`src/hw/rtl/yuyv_to_rgb_pixel_converter_top_assert.svh`:
```
// Assertion macros for the converter top level.
`ifndef YUYV_TO_RGB_PIXEL_CONVERTER_TOP_ASSERT_SVH
`define YUYV_TO_RGB_PIXEL_CONVERTER_TOP_ASSERT_SVH

// Consequent checked in the same cycle as the antecedent.
`define YRGB_ASSERT_SAME(lbl, ante, cons) \
  lbl: assert property (@(posedge clk) disable iff (!rst_n) (ante) |-> (cons)) \
    else $error("assertion failed");

// Consequent checked in the cycle after the antecedent.
`define YRGB_ASSERT_NEXT(lbl, ante, cons) \
  lbl: assert property (@(posedge clk) disable iff (!rst_n) (ante) |=> (cons)) \
    else $error("assertion failed");

`endif

```
`src/hw/rtl/yrgb_pkg.sv`:
```
`timescale 1ns / 1ps
package yrgb_pkg;

  localparam int unsigned ByteW  = 8;
  localparam int unsigned ProdW  = 17;
  localparam int unsigned TermW  = 9;
  localparam int unsigned PackW  = 16;

  localparam logic signed [ProdW-1:0] CoefRedV   = 17'sd359;
  localparam logic signed [ProdW-1:0] CoefGreenU = 17'sd88;
  localparam logic signed [ProdW-1:0] CoefGreenV = 17'sd183;
  localparam logic signed [ProdW-1:0] CoefBlueU  = 17'sd454;

  // Chroma contributions after the floor shift by 256.
  typedef struct packed {
    logic signed [TermW-1:0] red;
    logic signed [TermW-1:0] green;
    logic signed [TermW-1:0] blue;
  } yrgb_terms_t;

  // Contents of the register between the chroma stage and the lanes.
  typedef struct packed {
    logic              valid;
    logic              frame_last;
    logic [ByteW-1:0]  luma_first;
    logic [ByteW-1:0]  luma_second;
    yrgb_terms_t       terms;
  } yrgb_stage_t;

  typedef struct packed {
    logic [ByteW-1:0] red;
    logic [ByteW-1:0] green;
    logic [ByteW-1:0] blue;
    logic [PackW-1:0] rgb565;
  } yrgb_pixel_t;

endpackage

```
`src/hw/rtl/yrgb_chroma.sv`:
```
`timescale 1ns / 1ps
module yrgb_chroma (
  input  logic                        clk,
  input  logic                        rst_n,
  input  logic                        accept,
  input  logic [yrgb_pkg::ByteW-1:0]  luma_first,
  input  logic [yrgb_pkg::ByteW-1:0]  chroma_blue,
  input  logic [yrgb_pkg::ByteW-1:0]  luma_second,
  input  logic [yrgb_pkg::ByteW-1:0]  chroma_red,
  input  logic                        frame_last,
  output yrgb_pkg::yrgb_stage_t       stage
);
  import yrgb_pkg::*;

  logic signed [ByteW-1:0] du;
  logic signed [ByteW-1:0] dv;
  logic signed [ProdW-1:0] du_ext;
  logic signed [ProdW-1:0] dv_ext;
  logic signed [ProdW-1:0] red_prod;
  logic signed [ProdW-1:0] green_prod;
  logic signed [ProdW-1:0] blue_prod;
  yrgb_stage_t             stage_r;
  yrgb_stage_t             stage_nxt;

  // Flipping the top bit subtracts the 128 offset into two's complement.
  assign du = $signed({~chroma_blue[ByteW-1], chroma_blue[ByteW-2:0]});
  assign dv = $signed({~chroma_red[ByteW-1], chroma_red[ByteW-2:0]});
  assign du_ext = {{(ProdW-ByteW){du[ByteW-1]}}, du};
  assign dv_ext = {{(ProdW-ByteW){dv[ByteW-1]}}, dv};

  assign red_prod   = CoefRedV * dv_ext;
  assign green_prod = CoefGreenU * du_ext + CoefGreenV * dv_ext;
  assign blue_prod  = CoefBlueU * du_ext;

  always_comb begin
    stage_nxt             = stage_r;
    stage_nxt.valid       = accept;
    stage_nxt.frame_last  = frame_last;
    stage_nxt.luma_first  = luma_first;
    stage_nxt.luma_second = luma_second;
    // Taking the upper bits is an arithmetic shift, so negative terms floor.
    stage_nxt.terms.red   = red_prod[ProdW-1:ProdW-TermW];
    stage_nxt.terms.green = green_prod[ProdW-1:ProdW-TermW];
    stage_nxt.terms.blue  = blue_prod[ProdW-1:ProdW-TermW];
  end

  always_ff @(posedge clk) begin
    if (!rst_n) begin
      stage_r <= '0;
    end else begin
      stage_r <= stage_nxt;
    end
  end

  assign stage = stage_r;

endmodule

```
`src/hw/rtl/yrgb_lane.sv`:
```
`timescale 1ns / 1ps
module yrgb_lane (
  input  logic [yrgb_pkg::ByteW-1:0] luma,
  input  yrgb_pkg::yrgb_terms_t      terms,
  output yrgb_pkg::yrgb_pixel_t      pixel
);
  import yrgb_pkg::*;

  localparam int unsigned SumW = TermW + 2;

  logic signed [SumW-1:0] luma_ext;
  logic signed [SumW-1:0] red_sum;
  logic signed [SumW-1:0] green_sum;
  logic signed [SumW-1:0] blue_sum;

  function automatic logic [ByteW-1:0] sat8(input logic signed [SumW-1:0] x);
    logic [ByteW-1:0] res;
    if (x[SumW-1]) begin
      res = '0;
    end else if (|x[SumW-2:ByteW]) begin
      res = '1;
    end else begin
      res = x[ByteW-1:0];
    end
    return res;
  endfunction

  assign luma_ext  = $signed({{(SumW-ByteW){1'b0}}, luma});
  assign red_sum   = luma_ext + {{(SumW-TermW){terms.red[TermW-1]}}, terms.red};
  assign green_sum = luma_ext - {{(SumW-TermW){terms.green[TermW-1]}}, terms.green};
  assign blue_sum  = luma_ext + {{(SumW-TermW){terms.blue[TermW-1]}}, terms.blue};

  always_comb begin
    pixel.red    = sat8(red_sum);
    pixel.green  = sat8(green_sum);
    pixel.blue   = sat8(blue_sum);
    pixel.rgb565 = {pixel.red[7:3], pixel.green[7:2], pixel.blue[7:3]};
  end

endmodule

```
`src/hw/rtl/yrgb_merge.sv`:
```
`timescale 1ns / 1ps
module yrgb_merge (
  input  logic                  clk,
  input  logic                  rst_n,
  input  logic                  valid,
  input  logic                  frame_last,
  input  yrgb_pkg::yrgb_pixel_t pixel_first,
  input  yrgb_pkg::yrgb_pixel_t pixel_second,
  output logic                  out_valid,
  output yrgb_pkg::yrgb_pixel_t out_first,
  output yrgb_pkg::yrgb_pixel_t out_second,
  output logic                  out_frame_end
);
  import yrgb_pkg::*;

  logic        valid_r;
  logic        frame_r;
  yrgb_pixel_t first_r;
  yrgb_pixel_t second_r;

  // Both lanes land in one output word together with the frame flag.
  always_ff @(posedge clk) begin
    if (!rst_n) begin
      valid_r <= 1'b0;
    end else begin
      valid_r <= valid;
    end
    frame_r  <= frame_last;
    first_r  <= pixel_first;
    second_r <= pixel_second;
  end

  assign out_valid     = valid_r;
  assign out_frame_end = frame_r;
  assign out_first     = first_r;
  assign out_second    = second_r;

endmodule

```
`src/hw/rtl/yuyv_to_rgb_pixel_converter_top.sv`:
```
// YUYV 4:2:2 to RGB888 / RGB565 converter.
// Input: one macropixel word (two luma bytes, shared U and V bytes, and an
// end-of-frame flag) is taken at each rising edge where start is high and
// busy is low. busy is always low, so a word can be offered every cycle.
// Output: out_valid is high for exactly one cycle with both pixels as
// RGB888 bytes and as RGB565 words, plus the copied frame flag.
// From the accepting edge to out_valid the word passes one register
// after the shared chroma multipliers and one after the two
// pixel lanes and the merge. Throughput is one macropixel per cycle.
// The receiver cannot stall; every result is shown for one cycle only.
// Synchronous reset clears the valid pipeline, so no result appears until
// a word is accepted after reset. Words in flight at reset are dropped.
`timescale 1ns / 1ps
`include "yuyv_to_rgb_pixel_converter_top_assert.svh"
module yuyv_to_rgb_pixel_converter_top (
  input  logic                              clk,
  input  logic                              rst_n,
  input  logic                              start,
  output logic                              busy,
  input  logic [yrgb_pkg::ByteW-1:0]        in_luma_first,
  input  logic [yrgb_pkg::ByteW-1:0]        in_chroma_blue,
  input  logic [yrgb_pkg::ByteW-1:0]        in_luma_second,
  input  logic [yrgb_pkg::ByteW-1:0]        in_chroma_red,
  input  logic                              in_frame_last,
  output logic                              out_valid,
  output logic [yrgb_pkg::ByteW-1:0]        out_red_first,
  output logic [yrgb_pkg::ByteW-1:0]        out_green_first,
  output logic [yrgb_pkg::ByteW-1:0]        out_blue_first,
  output logic [yrgb_pkg::ByteW-1:0]        out_red_second,
  output logic [yrgb_pkg::ByteW-1:0]        out_green_second,
  output logic [yrgb_pkg::ByteW-1:0]        out_blue_second,
  output logic [yrgb_pkg::PackW-1:0]        out_packed_first,
  output logic [yrgb_pkg::PackW-1:0]        out_packed_second,
  output logic                              out_frame_end
);
  import yrgb_pkg::*;

  logic        accept;
  yrgb_stage_t stage;
  yrgb_pixel_t lane_first;
  yrgb_pixel_t lane_second;
  yrgb_pixel_t res_first;
  yrgb_pixel_t res_second;

  assign busy   = 1'b0;
  assign accept = start && !busy;

  yrgb_chroma u_chroma (
    .clk         (clk),
    .rst_n       (rst_n),
    .accept      (accept),
    .luma_first  (in_luma_first),
    .chroma_blue (in_chroma_blue),
    .luma_second (in_luma_second),
    .chroma_red  (in_chroma_red),
    .frame_last  (in_frame_last),
    .stage       (stage)
  );

  yrgb_lane u_lane_first (
    .luma  (stage.luma_first),
    .terms (stage.terms),
    .pixel (lane_first)
  );

  yrgb_lane u_lane_second (
    .luma  (stage.luma_second),
    .terms (stage.terms),
    .pixel (lane_second)
  );

  yrgb_merge u_merge (
    .clk           (clk),
    .rst_n         (rst_n),
    .valid         (stage.valid),
    .frame_last    (stage.frame_last),
    .pixel_first   (lane_first),
    .pixel_second  (lane_second),
    .out_valid     (out_valid),
    .out_first     (res_first),
    .out_second    (res_second),
    .out_frame_end (out_frame_end)
  );

  assign out_red_first     = res_first.red;
  assign out_green_first   = res_first.green;
  assign out_blue_first    = res_first.blue;
  assign out_packed_first  = res_first.rgb565;
  assign out_red_second    = res_second.red;
  assign out_green_second  = res_second.green;
  assign out_blue_second   = res_second.blue;
  assign out_packed_second = res_second.rgb565;

  // Every accepted word comes out on out_valid.
  `YRGB_ASSERT_SAME(a_latency, start && !busy, ##2 out_valid)
  // Every result traces back to an accepted word, flag included.
  `YRGB_ASSERT_SAME(a_origin, out_valid, $past(start, 2) && out_frame_end == $past(in_frame_last, 2))
  // Packed words agree with the saturated bytes of the same pixel.
  `YRGB_ASSERT_SAME(a_pack_first, out_valid, out_packed_first[15:11] == out_red_first[7:3] && out_packed_first[4:0] == out_blue_first[7:3])
  `YRGB_ASSERT_SAME(a_pack_second, out_valid, out_packed_second[10:5] == out_green_second[7:2] && out_packed_second[4:0] == out_blue_second[7:3])

endmodule
```
`config.mk`:
```
export PLATFORM = sky130hd
export DESIGN_NAME = yuyv_to_rgb_pixel_converter_top
export DESIGN_NICKNAME = d
export VERILOG_FILES = /design/src/hw/rtl/yrgb_pkg.sv /design/src/hw/rtl/yrgb_chroma.sv /design/src/hw/rtl/yrgb_lane.sv /design/src/hw/rtl/yrgb_merge.sv /design/src/hw/rtl/yuyv_to_rgb_pixel_converter_top.sv
export VERILOG_INCLUDE_DIRS = /design/src /design/src/hw/rtl
export SDC_FILE = /design/constraint.sdc
export NUM_CORES = 1
export LEC_CHECK = 0
export ABC_AREA = 0
export BUFFER_PORTS_ARGS = -buffer_cell sky130_fd_sc_hd__buf_2
export CAP_MARGIN = 15
export CELL_PAD_IN_SITES_DETAIL_PLACEMENT = 0
export CELL_PAD_IN_SITES_GLOBAL_PLACEMENT = 1
export CORE_MARGIN = 3
export CORE_UTILIZATION = 52
export CTS_BUF_LIST = sky130_fd_sc_hd__clkbuf_2 sky130_fd_sc_hd__clkbuf_4 sky130_fd_sc_hd__clkbuf_8
export DETAILED_ROUTE_END_ITERATION = 8
export PLACE_DENSITY_LB_ADDON = 0.1
export SLEW_MARGIN = 0
export SYNTH_ARGS = -nofsm -noshare
export SYNTH_HDL_FRONTEND = slang
export SYNTH_HIERARCHICAL = 1
export SYNTH_SLANG_ARGS = --single-unit
```
`constraint.sdc`:
```
create_clock -name clk -period 12.6 [get_ports clk]
set_clock_uncertainty 0.15 [all_clocks]
set_input_delay 1.26 -clock clk [delete_from_list [all_inputs] [get_ports clk]]
set_output_delay 1.26 -clock clk [all_outputs]
set_load 0.05 [all_outputs]
```
==> results.py, run 1 <==
metrics = {
    "outcome": {
        "status": "finished clean",
    },
    "cells_and_area": {
        "mostFrequentLayoutCell": "ha_1",
        "synthToLayoutAreaGrowth_pct": 9.996,
        "layout-drive-gt1-share": 0.1505,
        "n_fill_cell": 1798,
        "mostFrequentLayoutCells": "ha_1, inv_1, dfxtp_1, buf_2, a21oi_1",
        "antenna_cells": 0,
        "nets": 1479,
    },
    "drt": {
        "firstDrtPassIters": 5,
        "viasPerCell": 5.134,
        "routedWlPerCell_um": 14.84,
        "dr_total_vias": 7536,
        "antenna_left": 0,
        "first_iter_violations": 429,
        "drt_wl_total_um": 21780,
        "drc": 0,
    },
    "critical_path": {
        "critical-path-top-delay-family": "adder cells",
        "end_kind": "flip-flop",
        "critPathKind": "input pin to flip-flop",
        "crit_buf_inv": 2,
        "crit_path_start_kind": "input pin",
        "critical_path_peak_fanout": 6,
        "r2r-start": "u_chroma/stage[27]",
        "worst_path_max_delay_cell": "or4_1",
        "cp.required_ps": 12760,
        "crit_start": "in_chroma_blue[1]",
        "cp.arrival_ps": 6470,
        "path_cells": "buf_2 > ha_1 > fa_1 > ha_1 > a21o_1 > a21oi_1 > xnor2_1 > fa_1 > fa_1 > inv_1 > fa_1 > ha_1 > ha_1 > nand2_1 > or4_1 > nand4b_1 > a21oi_1 > xnor2_1 > and2_1",
        "slowest_delay_ps": 550,
    },
    "synthesis": {
        "synth_area_um2": 10510,
        "yosysWarnings": 6,
        "synth.avg_cell_area_um2": 9.549,
        "ys_top_cells_by_area": "dfxtp_1, ha_1, fa_1",
        "synth_top_area_share": 0.2418,
        "yosys.area.top_type": "dfxtp_1",
        "synth_edf_count": 0,
        "ys_seq_elements": 127,
        "ys_seq_area_frac": 0.2418,
        "ys_types": 79,
        "syn_inst": 1101,
        "syn-num-nets": 1390,
        "async_flop_share": 0,
        "synth_ff_type": "dfxtp_1",
    },
    "timing": {
        "worst-slew-pin-transition_ps": 745.0,
        "whs_ps": 202.1,
        "hold_viol": 0,
        "max_freq_ghz": 0.1586,
        "setup_violations": 0,
        "setup_tns_ps": 0,
        "rsz0062_at_grt": "false",
        "finalCriticalPeriod_ps": 6304,
        "finalMaxSlewViolations": 0,
        "fin_crit_sh": 0.5003,
        "max_slew_margin": 0.5033,
    },
    "hold_path": {
        "hold_start": "u_chroma/stage[43]",
        "hp-class": "flip-flop to flip-flop",
    },
    "placed_design": {
        "port_buffers": 117,
        "dp_hpwl_um": 18210,
        "gp_congestion": 0.8501,
    },
    "cts": {
        "cts.clk_slew.worst_paths_ps": 80,
        "clk_path_buf_depth": 2,
        "clk_latency_ps": 430,
        "cts_tree": "yes",
        "postCtsHoldBufs": 0,
        "cts_resized": 0,
        "numCtsBuffers": 17,
        "clkSinkCount": 127,
        "post_cts_buffers": 0,
        "clock-root-buffer": "clkbuf_8",
        "htreeDepth": 4,
    },
    "floorplan": {
        "die_h_um": 148.2,
        "die_area_um2": 21960,
        "rows": 51,
        "core_area_um2": 19650,
        "start_util": 0.5350,
        "io_pins": 119,
        "die_x_um": 148.2,
    },
    "grt": {
        "gr-total-overflow": 0,
        "grt_max_degree": 54,
        "grt_first_pass_wirelength_um": 35260,
        "antenna_found_initial": 0,
        "grt_pass1_vias": 6857,
        "grt.total_usage": 0.2005,
    },
    "power_and_ir_drop": {
        "p_leak_nw": 5.856,
        "total_power_mw": 3.148,
        "ir_drop_v": 0.0001243,
        "p_per_area_nw_per_um2": 272.2,
    },
    "job": {
        "maxCapViolCount": 0,
    },
}
## cell usage after synthesis, types with 3 or more instances
cell type	number
or4_1	4
nor3b_1	4
buf_4	33
nor3_1	17
a31oi_1	6
o211ai_1	5
nor2_1	27
nand3_1	13
a211oi_1	12
nand4b_1	5
and3_1	8
nand4_1	6
or2_2	3
fa_1	63
or3_1	5
o31ai_1	5
ha_1	190
a211oi_2	6
nand2_1	37
a21oi_1	81
clkbuf_1	7
a21o_1	24
nor2b_1	10
buf_2	3
and2_1	39
mux2i_1	8
xor2_1	21
inv_1	163
dfxtp_1	127
o21ai_1	3
a22oi_1	5
xnor2_1	38
a211o_1	5
o21bai_1	9
o21a_1	10
nand2b_1	13
o22ai_1	3
o21ai_0	30
nand3b_1	3
## state kept, by name, summed over array words and instances, names as in the netlist
name and cells:
u_merge/out_valid 1, u_merge/out_second 40, u_merge/out_first 40, u_chroma/stage 45
u_merge/out_frame_end 1
## routing by layer
layer,GRT usage,wire length (µm)
met1,0.2814,10580
met5,0,0
met3,0.02407,740
met4,0.05681,326
met2,0.3282,10140
## worst reg2reg max path: cells and delay by family, from the launching register on
kind	cells	cell delay [ps]
AO/OA/AOI/OAI	3	940
adder cells (fa/ha/maj)	2	720
flip-flops	1	360
AND/OR/NAND/NOR	2	500
## cell families (layout without fill, tap and decap cells)
logic type | after synthesis | in the layout | share of synthesized area
fa+ha+maj | 253 | 253 | 0.3461
compound gates | 233 | 233 | 0.1540
buf+inv | 210 | 312 | 0.08806
simple gates | 208 | 208 | 0.1106
flops | 127 | 127 | 0.2418
xor+xnor | 59 | 59 | 0.04915
mux | 10 | 10 | 0.009996
other cells | 1 | 1 | 0.0003567
## path summary, 6_finish.rpt
check | end | slack [ps] | depth (start not counted)
hold reg to reg | u_merge/out_frame_end | 200 | 0
setup / recovery | u_chroma/stage[14] | 6300 | 19
setup reg to reg | u_merge/out_second[23] | 9790 | 7
hold / removal | u_merge/out_frame_end | 200 | 0
## metrics by stage
stage               std cells  instance area [µm²]    util  setup WS [ps]
floorplan                1101                10510       -           6261
global placement         1436                11120  0.5656           5891
detailed placement       1436                11120  0.5656           5883
CTS                      1468                11560  0.5884           6323
global route             1468                11560  0.5884           6041
finish                   1468                11560  0.5884           6296
## where the power goes
part	switching [mW]	internal [mW]
clock	0.162	0.226
sequential	0.0718	0.580
combinational	1.34	0.769
total	1.57	1.58
## cell type report
type	instances	area [µm²]	area share
clock buffers	19	261.5	0.02261
clock inverters	13	186.4	0.01612
inverters	163	611.8	0.05291
multi-input cells	764	7046	0.6092
flip-flops and latches	127	2542	0.2198
well taps	265	331.6	0.02867
repair buffers	117	585.6	0.05063
No activity file was read; power rests on OpenSTA's default activity.
==> run 2, diff against run 1 <==
ABC_AREA = 1   (was 0)
CORE_UTILIZATION = 46   (was 52)
clock period = 6.2 ns   (was 12.6 ns; I/O delays follow)
==> results.py, run 2 <==
metrics = {
    "timing": {
        "setup_violations": 0,
        "setup_tns_ps": 0,
        "finalMaxSlewViolations": 0,
        "rsz0062_at_grt": "false",
        "max_freq_ghz": 0.1845,
        "fin_crit_sh": 0.8742,
        "hold_viol": 0,
        "max_slew_margin": 0.4618,
        "worst-slew-pin-transition_ps": 807.2,
        "finalCriticalPeriod_ps": 5420,
    },
    "synthesis": {
        "synthAdderAreaFrac": 0.3247,
        "synth_xor_area_frac": 0.02568,
        "synth.avg_cell_area_um2": 7.542,
        "yosys.area.top_type": "dfxtp_1",
        "syn-num-nets": 1775,
        "yosys.area_share.simple": 0.2048,
        "synth_compound_area_frac": 0.07726,
        "ys_seq_area_frac": 0.2269,
        "synth_area_um2": 11210,
        "synth_ff_type": "dfxtp_1",
        "synth_top_area_share": 0.2269,
        "ys_types": 40,
        "ys_seq_elements": 127,
        "ys_top_cells_by_area": "dfxtp_1, ha_1, fa_1",
        "ys_top_cells_by_count": "inv_1, nand2_1, ha_1, dfxtp_1, nor2_1",
        "async_flop_share": 0,
        "yosysMostFrequentCell": "inv_1",
        "synth_edf_count": 0,
        "syn_inst": 1486,
        "synth_top_family_by_area": "adder cells",
        "yosysWarnings": 6,
        "synthMuxAreaShare": 0,
    },
    "grt": {
        "grt_first_pass_wirelength_um": 42190,
        "grt.total_usage": 0.1979,
        "grt_max_degree": 45,
        "gr-total-overflow": 0,
        "antenna_found_initial": 0,
        "grt_pass1_vias": 8455,
    },
    "critical_path": {
        "endpoint": "u_chroma/stage[16]",
        "critPathKind": "input pin to flip-flop",
        "r2r-end": "u_merge/out_first[5]",
        "rrSetupSlack_ps": 3910,
        "crit_start": "in_chroma_blue[1]",
        "end_kind": "flip-flop",
        "crit_path_start_kind": "input pin",
        "critical_path_peak_fanout": 6,
        "r2r_cells": 11,
        "cp.required_ps": 6370,
        "r2r-start": "u_chroma/stage[36]",
        "cp.arrival_ps": 5590,
    },
    "placed_design": {
        "port_buffers": 117,
        "dp_hpwl_um": 21450,
        "gp_congestion": 0.8725,
    },
    "power_and_ir_drop": {
        "ir_drop_v": 0.0003184,
        "p_per_area_nw_per_um2": 542.4,
        "p_leak_nw": 7.244,
    },
    "cts": {
        "clock-root-buffer": "clkbuf_8",
        "numCtsBuffers": 17,
        "cts_tree": "yes",
        "cts.clk_slew.worst_paths_ps": 80,
        "clk_path_buf_depth": 2,
        "postCtsHoldBufs": 0,
        "post_cts_buffers": 0,
        "clk_latency_ps": 430,
        "cts_resized": 0,
        "htreeDepth": 4,
        "clkSinkCount": 127,
    },
    "cells_and_area": {
        "layout-drive-gt1-share": 0.1290,
        "synthToLayoutAreaGrowth_pct": 10.18,
        "nets": 1873,
        "largest_reg_flops": 45,
        "fin_util": 0.5214,
        "mostFrequentLayoutCell": "inv_1",
        "mostFrequentLayoutCells": "inv_1, nand2_1, ha_1, dfxtp_1, buf_2",
        "antenna_cells": 0,
    },
    "outcome": {
        "status": "finished clean",
    },
    "floorplan": {
        "die_area_um2": 26270,
        "start_util": 0.4732,
        "rows": 56,
        "io_pins": 119,
        "die_x_um": 162.1,
        "die_h_um": 162.1,
        "core_area_um2": 23680,
    },
    "drt": {
        "drc": 0,
        "routedWlPerCell_um": 13.16,
        "drt_wl_total_um": 25210,
        "dr_total_vias": 8889,
        "firstDrtPassIters": 5,
        "first_iter_violations": 412,
        "viasPerCell": 4.639,
        "antenna_left": 0,
    },
    "job": {
        "maxCapViolCount": 0,
    },
    "hold_path": {
        "hp-class": "flip-flop to flip-flop",
    },
}
run 2: cell types whose count changed after synthesis, moves of 12 or more:
| cell | delta |
|---|---|
| nand2_1 | +278 |
| inv_1 | +168 |
| nor2_1 | +69 |
| nand3_1 | +64 |
| and2_1 | -37 |
| xnor2_1 | -28 |
| a21o_1 | -19 |
| nand2b_1 | -13 |
| a211oi_1 | -12 |
| nor3_1 | -12 |
| o21ai_1 | +12 |
run 2: metrics by stage:
step	std cells	hold slack (ps)	instance area (µm²)	worst slack [ps]	total power [mW]
2_1_floorplan	1486	159.6	11210	809.9	5.110
3_3_place_gp	1884	161.6	11920	404.4	5.914
3_5_place_dp	1884	168.4	11920	333.7	5.933
4_1_cts	1916	187.3	12350	800.4	6.741
5_1_grt	1916	197.6	12350	494.5	7.366
6_report	1916	185.4	12350	779.8	6.697
run 2: metal layers:
metal,vias up,global-route usage,part of all wire
met2,177,0.3313,0.46
met4,0,0.04731,0.012
met5,-,0,0
met1,3926,0.2739,0.50
li1,4764,-,-
met3,22,0.02397,0.035
run 2: cell type report:
cell class | instances | area (µm²)
timing repair buffer | 118 | 593.1
inverter | 343 | 1290
clock inverter | 12 | 157.7
tap | 319 | 399.1
clock buffer | 20 | 275.3
fill | 2414 | 11330
multi-input combinational | 977 | 7091
sequential | 127 | 2542
run 2: worst min path at each step:
| stage | slack (ps) | startpoint | cells after the start | to |
|---|---|---|---|---|
| 6_report | 190 | u_chroma/stage[43] | 0 | u_merge/out_frame_end |
| 3_3_place_gp | 160 | u_chroma/stage[43] | 0 | u_merge/out_frame_end |
| 2_1_floorplan | 160 | u_chroma/stage[43] | 0 | u_merge/out_frame_end |
| 3_5_place_dp | 170 | u_chroma/stage[43] | 0 | u_merge/out_frame_end |
| 5_1_grt | 200 | u_chroma/stage[43] | 0 | u_merge/out_frame_end |
| 4_1_cts | 190 | u_chroma/stage[43] | 0 | u_merge/out_frame_end |
run 2: kinds of logic after synthesis:
logic type,count (synthesis)
adder cells (fa/ha/maj),253
AO/OA/AOI/OAI,151
XOR/XNOR,32
other,1
flip-flops,127
buffers and inverters,382
AND/OR/NAND/NOR,540
run 2: critical path: stages:
cell and delay, ps:
buf_2 150, ha_1 320, fa_1 460, ha_1 360, a21oi_1 160, nand2_1 110
xnor2_1 140, inv_1 50, ha_1 260, inv_1 50, fa_1 460, fa_1 490
inv_1 50, fa_1 470, ha_1 300, ha_1 360, a21oi_1 250, o21ai_1 110
a21oi_1 200, nand3_1 90, nand2_1 60, nor2_1 40
run 2: power breakdown:
part           internal [mW]  switching, mW  total (mW)  leakage [nW]
Sequential              1.17          0.151        1.33          1.07
Clock                  0.432          0.339       0.770         0.211
Combinational           1.43           3.17        4.60          5.97
